===== config.mk =====
export PLATFORM = sky130hd
export DESIGN_NAME = sef_queue
export DESIGN_NICKNAME = d
export VERILOG_FILES = /design/src/rtl/sef_pkg.sv /design/src/rtl/sef_queue.sv
export SDC_FILE = /design/constraint.sdc
export NUM_CORES = 1
export LEC_CHECK = 0
export BUFFER_PORTS_ARGS = -buffer_cell sky130_fd_sc_hd__clkbuf_2
export CAP_MARGIN = 20
export CELL_PAD_IN_SITES_DETAIL_PLACEMENT = 2
export CELL_PAD_IN_SITES_GLOBAL_PLACEMENT = 2
export CORE_MARGIN = 2
export CORE_UTILIZATION = 38
export DETAILED_ROUTE_END_ITERATION = 8
export HOLD_SLACK_MARGIN = 0.06
export PLACE_DENSITY_LB_ADDON = 0.1
export REMOVE_ABC_BUFFERS = 1
export SLEW_MARGIN = 20
export SYNTH_ARGS = -nofsm -noshare
export SYNTH_HDL_FRONTEND = slang
export SYNTH_SLANG_ARGS = --single-unit

===== constraint.sdc =====
create_clock -name aclk -period 4.3 [get_ports aclk]
set_input_delay 0.215 -clock aclk [delete_from_list [all_inputs] [get_ports aclk]]
set_output_delay 0.215 -clock aclk [all_outputs]
set_load 0.1 [all_outputs]

===== src/rtl/sef_pkg.sv =====
`default_nettype none
package sef_pkg;

    localparam int PRICE_BITS = 32;
    localparam int WL_W       = 9;
    localparam int WT_W       = 16;
    localparam int IDX_W      = 10;
    localparam int CFG_AW     = 2;
    localparam int CFG_DW     = 16;

    localparam logic [CFG_AW-1:0] REG_WINDOW_LENGTH = 2'd0;
    localparam logic [CFG_AW-1:0] REG_EMA_WEIGHT    = 2'd1;

    localparam logic [WL_W-1:0]  WL_RESET  = 9'd14;
    localparam logic [WT_W-1:0]  WT_RESET  = 16'd8738;
    localparam logic [IDX_W-1:0] INDEX_TOP = 10'd1023;

    // settings seen by front and back
    typedef struct packed {
        logic [WL_W-1:0] win_len;   // effective N, 1..MAX_WINDOW
        logic [WT_W-1:0] weight;
        logic            win_clear; // window_length written this cycle
    } cfg_bus_t;

    // classified valid sample
    typedef struct packed {
        logic [PRICE_BITS-1:0] close;
        logic [31:0]           stamp;
        logic                  emit;
        logic                  seed_ok;
    } q_item_t;

endpackage
`default_nettype wire


===== src/rtl/sef_queue.sv =====
`default_nettype none
module sef_queue (
    input  wire logic             aclk,
    input  wire logic             aresetn,
    input  wire logic             push,
    input  wire sef_pkg::q_item_t push_item,
    output logic                  full,
    input  wire logic             pop,
    output sef_pkg::q_item_t      head_item,
    output logic                  head_valid
);
    sef_pkg::q_item_t slot_reg [2];
    logic       wr_ptr_reg;
    logic       rd_ptr_reg;
    logic [1:0] count_reg;

    assign full       = (count_reg == 2'd2);
    assign head_valid = (count_reg != 2'd0);
    assign head_item  = slot_reg[rd_ptr_reg];

    always_ff @(posedge aclk) begin
        if (push) begin
            slot_reg[wr_ptr_reg] <= push_item;
        end
    end

    always_ff @(posedge aclk) begin
        if (!aresetn) begin
            wr_ptr_reg <= 1'b0;
            rd_ptr_reg <= 1'b0;
            count_reg  <= 2'd0;
        end else begin
            if (push) begin
                wr_ptr_reg <= ~wr_ptr_reg;
            end
            if (pop) begin
                rd_ptr_reg <= ~rd_ptr_reg;
            end
            if (push && !pop) begin
                count_reg <= count_reg + 2'd1;
            end else if (pop && !push) begin
                count_reg <= count_reg - 2'd1;
            end
        end
    end
endmodule
`default_nettype wire


== After elaboration in Yosys (flattened, before gate mapping) ==
Memory sizes are Yosys's and may differ from the RTL's. A register that Yosys moved wholly into a read port is not among the register bits.
Cells that the tools add are included.

* Reductions and logical operators: 6
* Multiplexer cells: 6
* Eq/ne operators: 1
* Bitwise gates (word level): 2
* Add/sub/neg operators: 2

{| class="wikitable"
|+ Operators by type and width
! operator !! count
|-
| $mux W1 || 4
|-
| $mux W2 || 2
|-
| $reduce_bool A2 Y1 || 2
|-
| $add A2 B1 Y2 const B || 1
|-
| $eq A2 B2 Y1 const B || 1
|-
| $logic_and A1 B1 Y1 || 2
|-
| $logic_not A1 Y1 || 2
|-
| $not A1 Y1 || 2
|-
| $sub A2 B1 Y2 const B || 1
|}

* Memories: 1
* Output and inout bits: 68
* Memory bits (writable): 132
* Register bits: 4
* Logic and storage cells: 21
* Input bits: 70

{| class="wikitable"
|+ Memories
! name !! words !! width !! rd ports !! clocked after Yosys merged registers in !! wr ports !! RTL line !! source
|-
| slot_reg || 2 || 66 || 1 || 1 || 1 || sef_queue.sv:12 || <nowiki>sef_pkg::q_item_t slot_reg [2];</nowiki>
|}

== Logic depth before layout (Yosys ltp) ==
* Word-level depth: 4
* Gate-level depth with buffers: 5
* Depth with buffers taken out: 5

== Least setup slack after synthesis ==
OpenSTA, ideal clock, no wires.

* Path kind: register to register
* Start: register wr_ptr_reg
* End: memory slot_reg[0][0] in the netlist's numbering, enable pin
* Required time: 3.801 ns
* Buffers on the path: 0
* Cell stages (with the launch flop): 2
* Library setup time: 0.499 ns
* Data arrival time: 3.260 ns
* Slack: 0.541 ns
* Cells stage by stage: dfxtp_1 > nor2b_1

{| class="wikitable"
|+ RTL lines
! element !! RTL line !! source
|-
| start: declaration || sef_queue.sv:13 || <nowiki>logic wr_ptr_reg;</nowiki>
|-
| start signal: assignment || sef_queue.sv:34 || <nowiki>wr_ptr_reg <= ~wr_ptr_reg;</nowiki>
|-
| end: declaration || sef_queue.sv:12 ||
|}

Straight into the memory's write port.

==> flow_summary_export.csv <==
group,metric,value,unit
clocking,ctsHtreeMaxLevel,4,
worst_hold_path,hold_depth,3,
critical_path,path_max_fanout,66,
route,wire_per_inst,20.2,µm
placement,globalplace.congestion,0.685,
yosys,synth_cell_types,17,
timing,period_share,56.6,%
timing,setup_viol,0,
cells_and_area,syn_to_final_growth,42.6,%
critical_path,critPathSlowestCell,"dfxtp_4",
cells_and_area,largest_register_ffs,132,
clocking,ctsResizeCount,0,
floorplanning,pin_count,138,
critical_path,cpPeakStageDelay,0.95,ns
yosys,synth_ff_type,"edfxtp_1",
route,routed_via_density,4.59,
global_routing,grt_pass1_wl,19.4,mm
route,drc,0,
worst_hold_path,hold_class,"input pin to flip-flop",
yosys,synthesis.instances,227,
floorplanning,coreArea,0.0127,mm²
power_and_ir_drop,peakVddDrop,0.322,mV
critical_path,critPathBufInv,1,
timing,tightest_slew,0.945,ns
timing,skew,0.00849,ns
yosys,synth_edf_count,132,
clocking,clock_latency,0.42,ns
job,maxCapViolCount,0,
critical_path,cp.required,4.09,ns
clocking,cts_tree,"yes",
critical_path,crit_chain,"mux2_2, clkbuf_2",
placement,placed_area,0.00589,mm²
timing,setup_ws,1.87,ns
cells_and_area,layout.nets,517,
yosys,ys_ff_latch,137,
worst_hold_path,hp-start,"pop",
cells_and_area,diodes,0,
clocking,ctsRootBufferMaster,"clkbuf_16",
placement,place_hpwl,7.05,mm
global_routing,grt_max_degree,67,
route,finalWirelength,12.7,mm
timing,fin_crit,2.43,ns
timing,max-slew-margin-rel,37.0,%
critical_path,arrival,2.22,ns
floorplanning,start_util,39.3,%
critical_path,path_depth,2,
yosys,ys_seq_area_share,81.4,%
yosys,syn-cell-area,0.00499,mm²
critical_path,reg2reg_to,"slot_reg[0][42]",
floorplanning,dieArea,0.0141,mm²
global_routing,antenna_found_initial,0,
global_routing,grt_use_total,18.9,%
route,via_count,2896,
status,status,"finished, final reports clean",
power_and_ir_drop,powerDensity,534,mW/mm²
critical_path,startpoint_type,"flip-flop",
critical_path,crit-reg2reg-launch,"wr_ptr_reg",
floorplanning,rows,41,
yosys,avgSynthCellArea,22.0,µm²
route,drt-initial-drc-count,146,
yosys,async_flop_share,0,%
floorplanning,die_h,119,µm
floorplanning,die_x,119,µm
clocking,cts_sinks,137,
cells_and_area,drive_above_1_share,51.2,%
cells_and_area,regArea,0.00407,mm²
clocking,cts_setup_buffers,0,
timing,tns,0,ns
cells_and_area,nFillCells,1163,
clocking,clk_pin_slew,0.05,ns
timing,max_freq,411,MHz
critical_path,path_delay_family,"flip-flops",
placement,preCtsSetupSlack,2.24,ns
critical_path,critical_path_class,"flip-flop to primary output",
clocking,ctsHoldBuffers,67,
timing,rsz0062_at_grt,"no",
route,ant_nets,0,
timing,finalHoldViolations,0,
critical_path,reg2reg_depth,3,
critical_path,cp-end-kind,"primary output",
timing,holdWs,0.178,ns
cells_and_area,final_area,0.00712,mm²
global_routing,grt_overflow,0,
global_routing,grt_pass1_vias,3265,
yosys,ys_warn_count,0,
clocking,cts_made_buffers,17,
placement,port_buffers,137,
clocking,cts_max_path_buffers,2,
worst_hold_path,hold_end,"rd_ptr_reg",
timing,drv_slew,0,
critical_path,r2r_slack,2.53,ns
route,first_pass_iters,4,
cells_and_area,multi_input_area,871,µm²
power_and_ir_drop,p_leak,2.75,nW
-- Yosys cell counts, drive strengths merged (2+ instances only) --
master / instances / share of area (%)
nor2b: 2 / 0.25
xor2: 2 / 0.35
edfxtp: 132 / 79
mux2: 66 / 15
and2: 4 / 0.50
dfxtp: 5 / 2.0
buf: 7 / 1.3
-- per-layer routing --
layer	global-route usage, %	vias to the layer above	routed length [µm]
li1	-	1338	-
met5	0	-	0
met2	34.3	89	7160
met1	21.7	1458	4910
met3	4.73	11	530
met4	6.25	0	130
-- power by group --
group          switching [W]  leakage, nW  internal, W
Sequential         0.0000458         1.28      0.00154
Clock               0.000524        0.280     0.000892
Combinational       0.000618         1.18     0.000184
-- layout make-up --
class,instances,share of cell area (%)
Clock buffer,18,6.03
Sequential cell,137,57.1
Inverter,1,0.0527
Tap cell,172,3.02
Clock inverter,14,1.91
Multi-Input combinational cell,82,12.2
Timing Repair Buffer,207,19.6
-- worst max-delay path by stage --
stage                      endpoint  slack (ns)        from
global placement    slot_reg[0][46]        2.19        push
global route          head_item[65]        1.75   flip-flop
finish                head_item[18]        1.87   flip-flop
detailed placement    head_item[18]        2.24   flip-flop
floorplan            slot_reg[0][0]        0.54  wr_ptr_reg
CTS                   head_item[18]        1.79   flip-flop
-- metrics by stage --
stage               total power (W)  cells  utilization (%)
global placement            0.00235    531             46.0
global route                0.00392    631             56.0
finish                      0.00381    631             56.0
floorplan                   0.00222    220                -
CTS                         0.00383    631             56.0
detailed placement          0.00237    532             46.3
-- logic make-up after synthesis --
logic type | share of synthesized area, %
DFF | 81.4
muxes | 14.9
and+or+nand+nor | 1.18
buffers and inverters | 1.40
AOI/OAI and AO/OA | 0.401
xor gates and xnor gates | 0.526
adders and majority gates | 0.250
-- placed cells by master, fill, tap and decap left out, types with 2 or more instances in the layout --
cell and count:
buf_4 2, xor2_1 2, clkbuf_2 137, clkbuf_16 17
bufinv_16 3, dfxtp_1 4, clkinv_1 7, mux2_2 66
edfxtp_1 132, and2_1 3, clkinv_2 4, dlygate4sd3_1 67
-- worst min-delay path: cells and delay by family --
kind | cells | cell delay [ns]
XOR/XNOR | 1 | 0.08
buffers and inverters | 1 | 0.10
AND/OR/NAND/NOR | 1 | 0.15
Power figures use the tool's default switching activity.
