===== src/rtl/sef_pkg.sv =====
`default_nettype none
package sef_pkg;

    localparam int PRICE_BITS = 32;
    localparam int WL_W       = 9;
    localparam int WT_W       = 16;
    localparam int IDX_W      = 10;
    localparam int CFG_AW     = 2;
    localparam int CFG_DW     = 16;

    localparam logic [CFG_AW-1:0] REG_WINDOW_LENGTH = 2'd0;
    localparam logic [CFG_AW-1:0] REG_EMA_WEIGHT    = 2'd1;

    localparam logic [WL_W-1:0]  WL_RESET  = 9'd14;
    localparam logic [WT_W-1:0]  WT_RESET  = 16'd8738;
    localparam logic [IDX_W-1:0] INDEX_TOP = 10'd1023;

    // settings seen by front and back
    typedef struct packed {
        logic [WL_W-1:0] win_len;   // effective N, 1..MAX_WINDOW
        logic [WT_W-1:0] weight;
        logic            win_clear; // window_length written this cycle
    } cfg_bus_t;

    // classified valid sample
    typedef struct packed {
        logic [PRICE_BITS-1:0] close;
        logic [31:0]           stamp;
        logic                  emit;
        logic                  seed_ok;
    } q_item_t;

endpackage
`default_nettype wire


===== src/rtl/sef_front.sv =====
`default_nettype none
module sef_front (
    input  wire logic                      aclk,
    input  wire logic                      aresetn,
    input  wire sef_pkg::cfg_bus_t         cfg,
    input  wire logic                      s_tvalid,
    output logic                           s_tready,
    input  wire logic                      sample_ok,
    input  wire logic [sef_pkg::PRICE_BITS-1:0] close_price,
    input  wire logic [31:0]               stamp,
    input  wire logic                      q_full,
    output logic                           q_push,
    output sef_pkg::q_item_t               q_item
);
    logic [sef_pkg::IDX_W-1:0] index_reg;
    logic                      prev_ok_reg;
    logic                      accept;
    logic [sef_pkg::IDX_W:0]   pos_ext;
    logic [sef_pkg::IDX_W:0]   len_ext;

    assign s_tready = !q_full;
    assign accept   = s_tvalid && s_tready;
    assign q_push   = accept && sample_ok;

    assign pos_ext = {1'b0, index_reg};
    assign len_ext = {{(sef_pkg::IDX_W + 1 - sef_pkg::WL_W){1'b0}}, cfg.win_len};

    always_comb begin
        q_item.close   = close_price;
        q_item.stamp   = stamp;
        q_item.emit    = (pos_ext >= len_ext);
        q_item.seed_ok = prev_ok_reg && (pos_ext >= len_ext + 1'b1);
    end

    always_ff @(posedge aclk) begin
        if (!aresetn) begin
            index_reg   <= '0;
            prev_ok_reg <= 1'b0;
        end else if (cfg.win_clear) begin
            prev_ok_reg <= 1'b0;
        end else if (accept) begin
            if (index_reg != sef_pkg::INDEX_TOP) begin
                index_reg <= index_reg + 1'b1;
            end
            prev_ok_reg <= sample_ok;
        end
    end
endmodule
`default_nettype wire


===== config.mk =====
export PLATFORM = sky130hd
export DESIGN_NAME = sef_front
export DESIGN_NICKNAME = d
export VERILOG_FILES = /design/src/rtl/sef_pkg.sv /design/src/rtl/sef_front.sv
export SDC_FILE = /design/constraint.sdc
export NUM_CORES = 1
export LEC_CHECK = 0
export ABC_CLOCK_PERIOD_IN_PS = 2200
export BUFFER_PORTS_ARGS = -buffer_cell sky130_fd_sc_hd__buf_4
export CAP_MARGIN = 20
export CORE_ASPECT_RATIO = 0.75
export CORE_MARGIN = 2
export CORE_UTILIZATION = 33
export DETAILED_ROUTE_END_ITERATION = 8
export PLACE_DENSITY_LB_ADDON = 0.2
export SLEW_MARGIN = 20
export SYNTH_ARGS = -nofsm -noshare
export SYNTH_HDL_FRONTEND = slang
export SYNTH_SLANG_ARGS = --single-unit

===== constraint.sdc =====
create_clock -name aclk -period 2.2 [get_ports aclk]
set_input_delay 0.33 -clock aclk [delete_from_list [all_inputs] [get_ports aclk]]
set_output_delay 0.33 -clock aclk [all_outputs]
set_load 0.005 [all_outputs]

# --- Word level (Yosys, flattened, before mapping) ---
# Cells that the tools add are included.
# W data, S select, Z words.
totals:
  elab_cells: 15
  output_inout_bits: 68
  ff_bits: 11
  in_bits: 95
op_classes:
  n_bitwise: 2
  n_reduce_logical: 6
  add_sub_neg: 2
  eq_ne: 1
  order_cmp: 2
ops:
  columns: ["operator", "count"]
  rows:
  - ["$add A10 B1 Y10 const B", 1]
  - ["$add A9 B1 Y10 const B", 1]
  - ["$ge A10 B10 Y1", 1]
  - ["$ge A10 B9 Y1", 1]
  - ["$ne A10 B10 Y1 const B", 1]
  - ["$logic_and A1 B1 Y1", 3]
  - ["$reduce_and A3 Y1", 1]
  - ["$not A1 Y1", 2]
  - ["$reduce_or A2 Y1", 1]
  - ["$logic_not A1 Y1", 1]

# --- Logic depth before layout (Yosys ltp) ---
logic_depth:
  word_depth: 3
  mapped_depth: 8
  ltp_nobuf: 8

# --- Worst setup path after synthesis ---
# OpenSTA, ideal clock, no wires.
synth_timing:
  path_type: "in2out"
  from: "input port cfg[19] (netlist bit)"
  to: "output port q_item[0] (netlist bit)"
  stages: 8
  n_path_buf: 0
  arrival_ns: 1.945
  path_slack_ns: -0.075
  required_time_ns: 1.870
  cell_sequence: "and3_1 > and3_1 > and3_1 > xnor2_1 > ha_1 > a211oi_1 > nor2_1 > o41a_1"
synth_lines:
  columns: ["element", "line", "text"]
  rows:
  - ["start, declared", "sef_front.sv:5", "input wire sef_pkg::cfg_bus_t cfg,"]
  - ["end, declared", "sef_front.sv:13", "output sef_pkg::q_item_t q_item"]

==> out/metrics.csv <==
stage,metric,value,unit
layout,# nets final,288,
power,Net Sw Frac,0.254,
run_status,failing checks,negative setup slack,
grt,total global-route track usage,0.124,
sta,final hold violations,0,
layout,final design utilization,0.333,
setup_path,Worst path slowest cell,o41a_1,
power,Seq pwr share,0.387,
synth,post-synthesis cell type count,32,
die,I/O pins,163,
setup_path,end of the critical path,q_item[0],
setup_path,critical path required time,1.87,ns
route,via count of the routed design,1175,
clock_tree,CTS Root Cell,clkbuf_8,
synth,Synth async-reset ratio,0,
power,Comb pwr share,0.225,
die,FP Rows,21,
setup_path,Critical Path Most Common Cell,and3_4,
clock_tree,clk sinks,11,
sta,Fin Setup TNS,-0.241,ns
setup_path,Crit Path Category,in2out,
clock_tree,Skew-Pair Late Insertion Delay,0.23,ns
sta,final setup margin,-0.241,ns
power,pwr dens,343,nW/µm²
grt,GRT overflow,0,
placement,I/O Buffers,18,
setup_path,r2r endpoint,index_reg[5]$_SDFFE_PN0P_,
sta,min Tclk post-route,2.44,ns
setup_path,delay of the slowest critical-path stage,0.32,ns
route,DR WL/cell,14.0,µm
placement,GPL Wtd Cong,0.771,
route,number of remaining DRC errors,0,
die,core area,4570,µm²
grt,antenna violations before repair,0,
hold_path,Min-Delay Path Class,in2reg,
synth,Seq cells post-synth,11,
synth,Synth Flop Type,dfxtp_1,
power,leakage,0.712,nW
sta,skew final,0.00291,ns
clock_tree,# hold bufs at CTS,0,
grt,largest net degree at the start of global routing,9,
setup_path,r2r worst-path depth,6,
setup_path,CP Launch Point,cfg[19],
route,post-detailed-route count of antenna-violating nets,0,
power,Pint,391,µW
layout,fraction of layout cells with a size suffix above 1,0.281,
setup_path,R2R setup slack,0.53,ns
setup_path,CP Data Arrival Time,2.11,ns
route,Post-Route WL,3.20,mm
die,die extent in x,84.5,µm
sta,max-slew violations,0,
clock_tree,CTS Buf Count,3,
power,clock network fraction of design power,0.388,
route,Detailed Routing Iterations Pass 1,4,
run_status,status,"finished, violations left",
route,Iter 0 DRT Violations,68,
synth,post-synthesis sequential area ratio,0.137,
setup_path,CP Depth,10,
die,die area,5440,µm²
clock_tree,Worst-path clk slew,0.05,ns
clock_tree,CTS tree,yes,
layout,max reg flops,10,
grt,global-route wire length before repair,5.48,mm
setup_path,CP endpoint kind,output pin,
power,Final Power,523,µW
layout,"commonest non-fill, non-tap cell in the layout",buf_4,
layout,P&R area growth vs syn,-4.92,%
placement,hpwl dp,2.58,mm
power,Psw,133,µW
die,Starting Density,0.351,
setup_path,"CP delay by family, top",simple AND/OR/NAND/NOR gates,
clock_tree,H-tree levels,1,
setup_path,FF-to-FF Start,index_reg[0]$_SDFFE_PN0P_,
route,drt via density,5.15,
grt,vias in the first global route,1201,
setup_path,Crit Path Max Fanout,2,
run,Max-cap violations,0,
die,die height,64.4,µm
synth,post-synthesis instance area,1600,µm²
setup_path,cells along the critical path,buf_6 -> and3_4 -> and3_4 -> and3_4 -> xnor2_2 -> ha_1 -> a211oi_2 -> nor2_1 -> o41a_1 -> buf_4,
layout,Ant. Diodes,0,
sta,max_slew headroom,0.704,
sta,worst slew pin tran,0.440,ns
power,worst vdd ir,0.250,mV
synth,Mapped Nets,316,
synth,Cells after Synth,200,
sta,period utilization,1.11,
sta,Achievable Freq,410,MHz
sta,RSZ-0062 raised after global routing,yes,
layout,fill cell count,485,
setup_path,Critical Path Source Type,input pin,
clock_tree,Max clock buf depth,2,
layout,most frequent cells in the layout,"buf_4 (29), ha_1 (20), inv_1 (15)",
synth,"Avg Cell Area, Syn",8.01,µm²
setup_path,"Buf+Inv Stages, Crit Path",2,
synth,"EDFF count, synth",0,
synth,Syn. warnings,0,
sta,"Setup violations, final",1,
## power groups by stage
stage          registers [mW]  clock network [mW]  logic, mW
4_1_cts                 0.203               0.206      0.113
6_report                0.202               0.203      0.118
3_3_place_gp            0.208                   0      0.107
3_5_place_dp            0.208                   0      0.110
5_1_grt                 0.202               0.218      0.134
2_1_floorplan           0.207                   0      0.147
## cells by family after synthesis
| kind of cell | synth area share |
|---|---|
| buf+inv | 0.337 |
| mux | 0.0125 |
| xor+xnor | 0.0383 |
| simple gates | 0.197 |
| flops | 0.137 |
| fa+ha+maj | 0.164 |
| compound gates | 0.113 |
## metrics by stage
stage	cell area (µm²)	std cells	setup WS (ns)	hold WS [ns]
after floorplan	1610	200	0.0136	0.409
after CTS	1490	227	-0.316	0.299
after detailed placement	1430	223	-0.343	0.537
after global routing	1520	228	-0.311	0.309
after global placement	1430	223	-0.294	0.511
final	1520	228	-0.241	0.305
## worst min path at each step
stage | slack (ns) | from | depth (start not counted) | endpoint
5_1_grt | 0.31 | cfg[0] | 2 | prev_ok_reg$_SDFFE_PP0P_
6_report | 0.31 | cfg[0] | 2 | prev_ok_reg$_SDFFE_PP0P_
3_3_place_gp | 0.51 | index_reg[0]$_SDFFE_PN0P_ | 2 | index_reg[0]$_SDFFE_PN0P_
3_5_place_dp | 0.54 | index_reg[0]$_SDFFE_PN0P_ | 2 | index_reg[0]$_SDFFE_PN0P_
2_1_floorplan | 0.41 | cfg[0] | 1 | prev_ok_reg$_SDFFE_PP0P_
4_1_cts | 0.30 | cfg[0] | 2 | prev_ok_reg$_SDFFE_PP0P_
## what timing repair did
action,CTS,global route
endpoints found under the hold margin,0,0
pin swaps,4,3
gates resized for setup,4,7
buffers inserted,0,1
endpoints found under the setup margin,2,2
## synthesized netlist by cell type (2+ instances only)
master,n,share of area
o21ai_0,6,0.019
nand2b_1,2,0.0078
mux2i_1,2,0.012
nand2_1,11,0.026
nor3_1,5,0.016
inv_1,16,0.037
dfxtp_1,11,0.14
and3_1,4,0.016
buf_4,64,0.30
nand3_1,11,0.034
nor2_1,2,0.0047
ha_1,21,0.16
xnor2_1,7,0.038
nand4_1,5,0.020
a21oi_1,10,0.031
or3_1,2,0.0078
or4_1,3,0.014
o31ai_1,4,0.019
## layer usage
layer  GRT usage  vias up  routed length, µm
met2       0.187       46               1360
li1            -      583                  -
met4      0.0456        0                 15
met5           0        -                  0
met3      0.0297        6                240
met1       0.171      540               1590
## cell type report
class                   instances  area, µm²  area share
clock buffers                   4       45.0      0.0296
inverters                      16       60.1      0.0394
multi-input cells             109        882       0.579
flip-flops and latches         11        225       0.148
well taps                      57       71.3      0.0468
repair buffers                 31        240       0.158
Note: power is estimated with default switching activity, not from simulation.
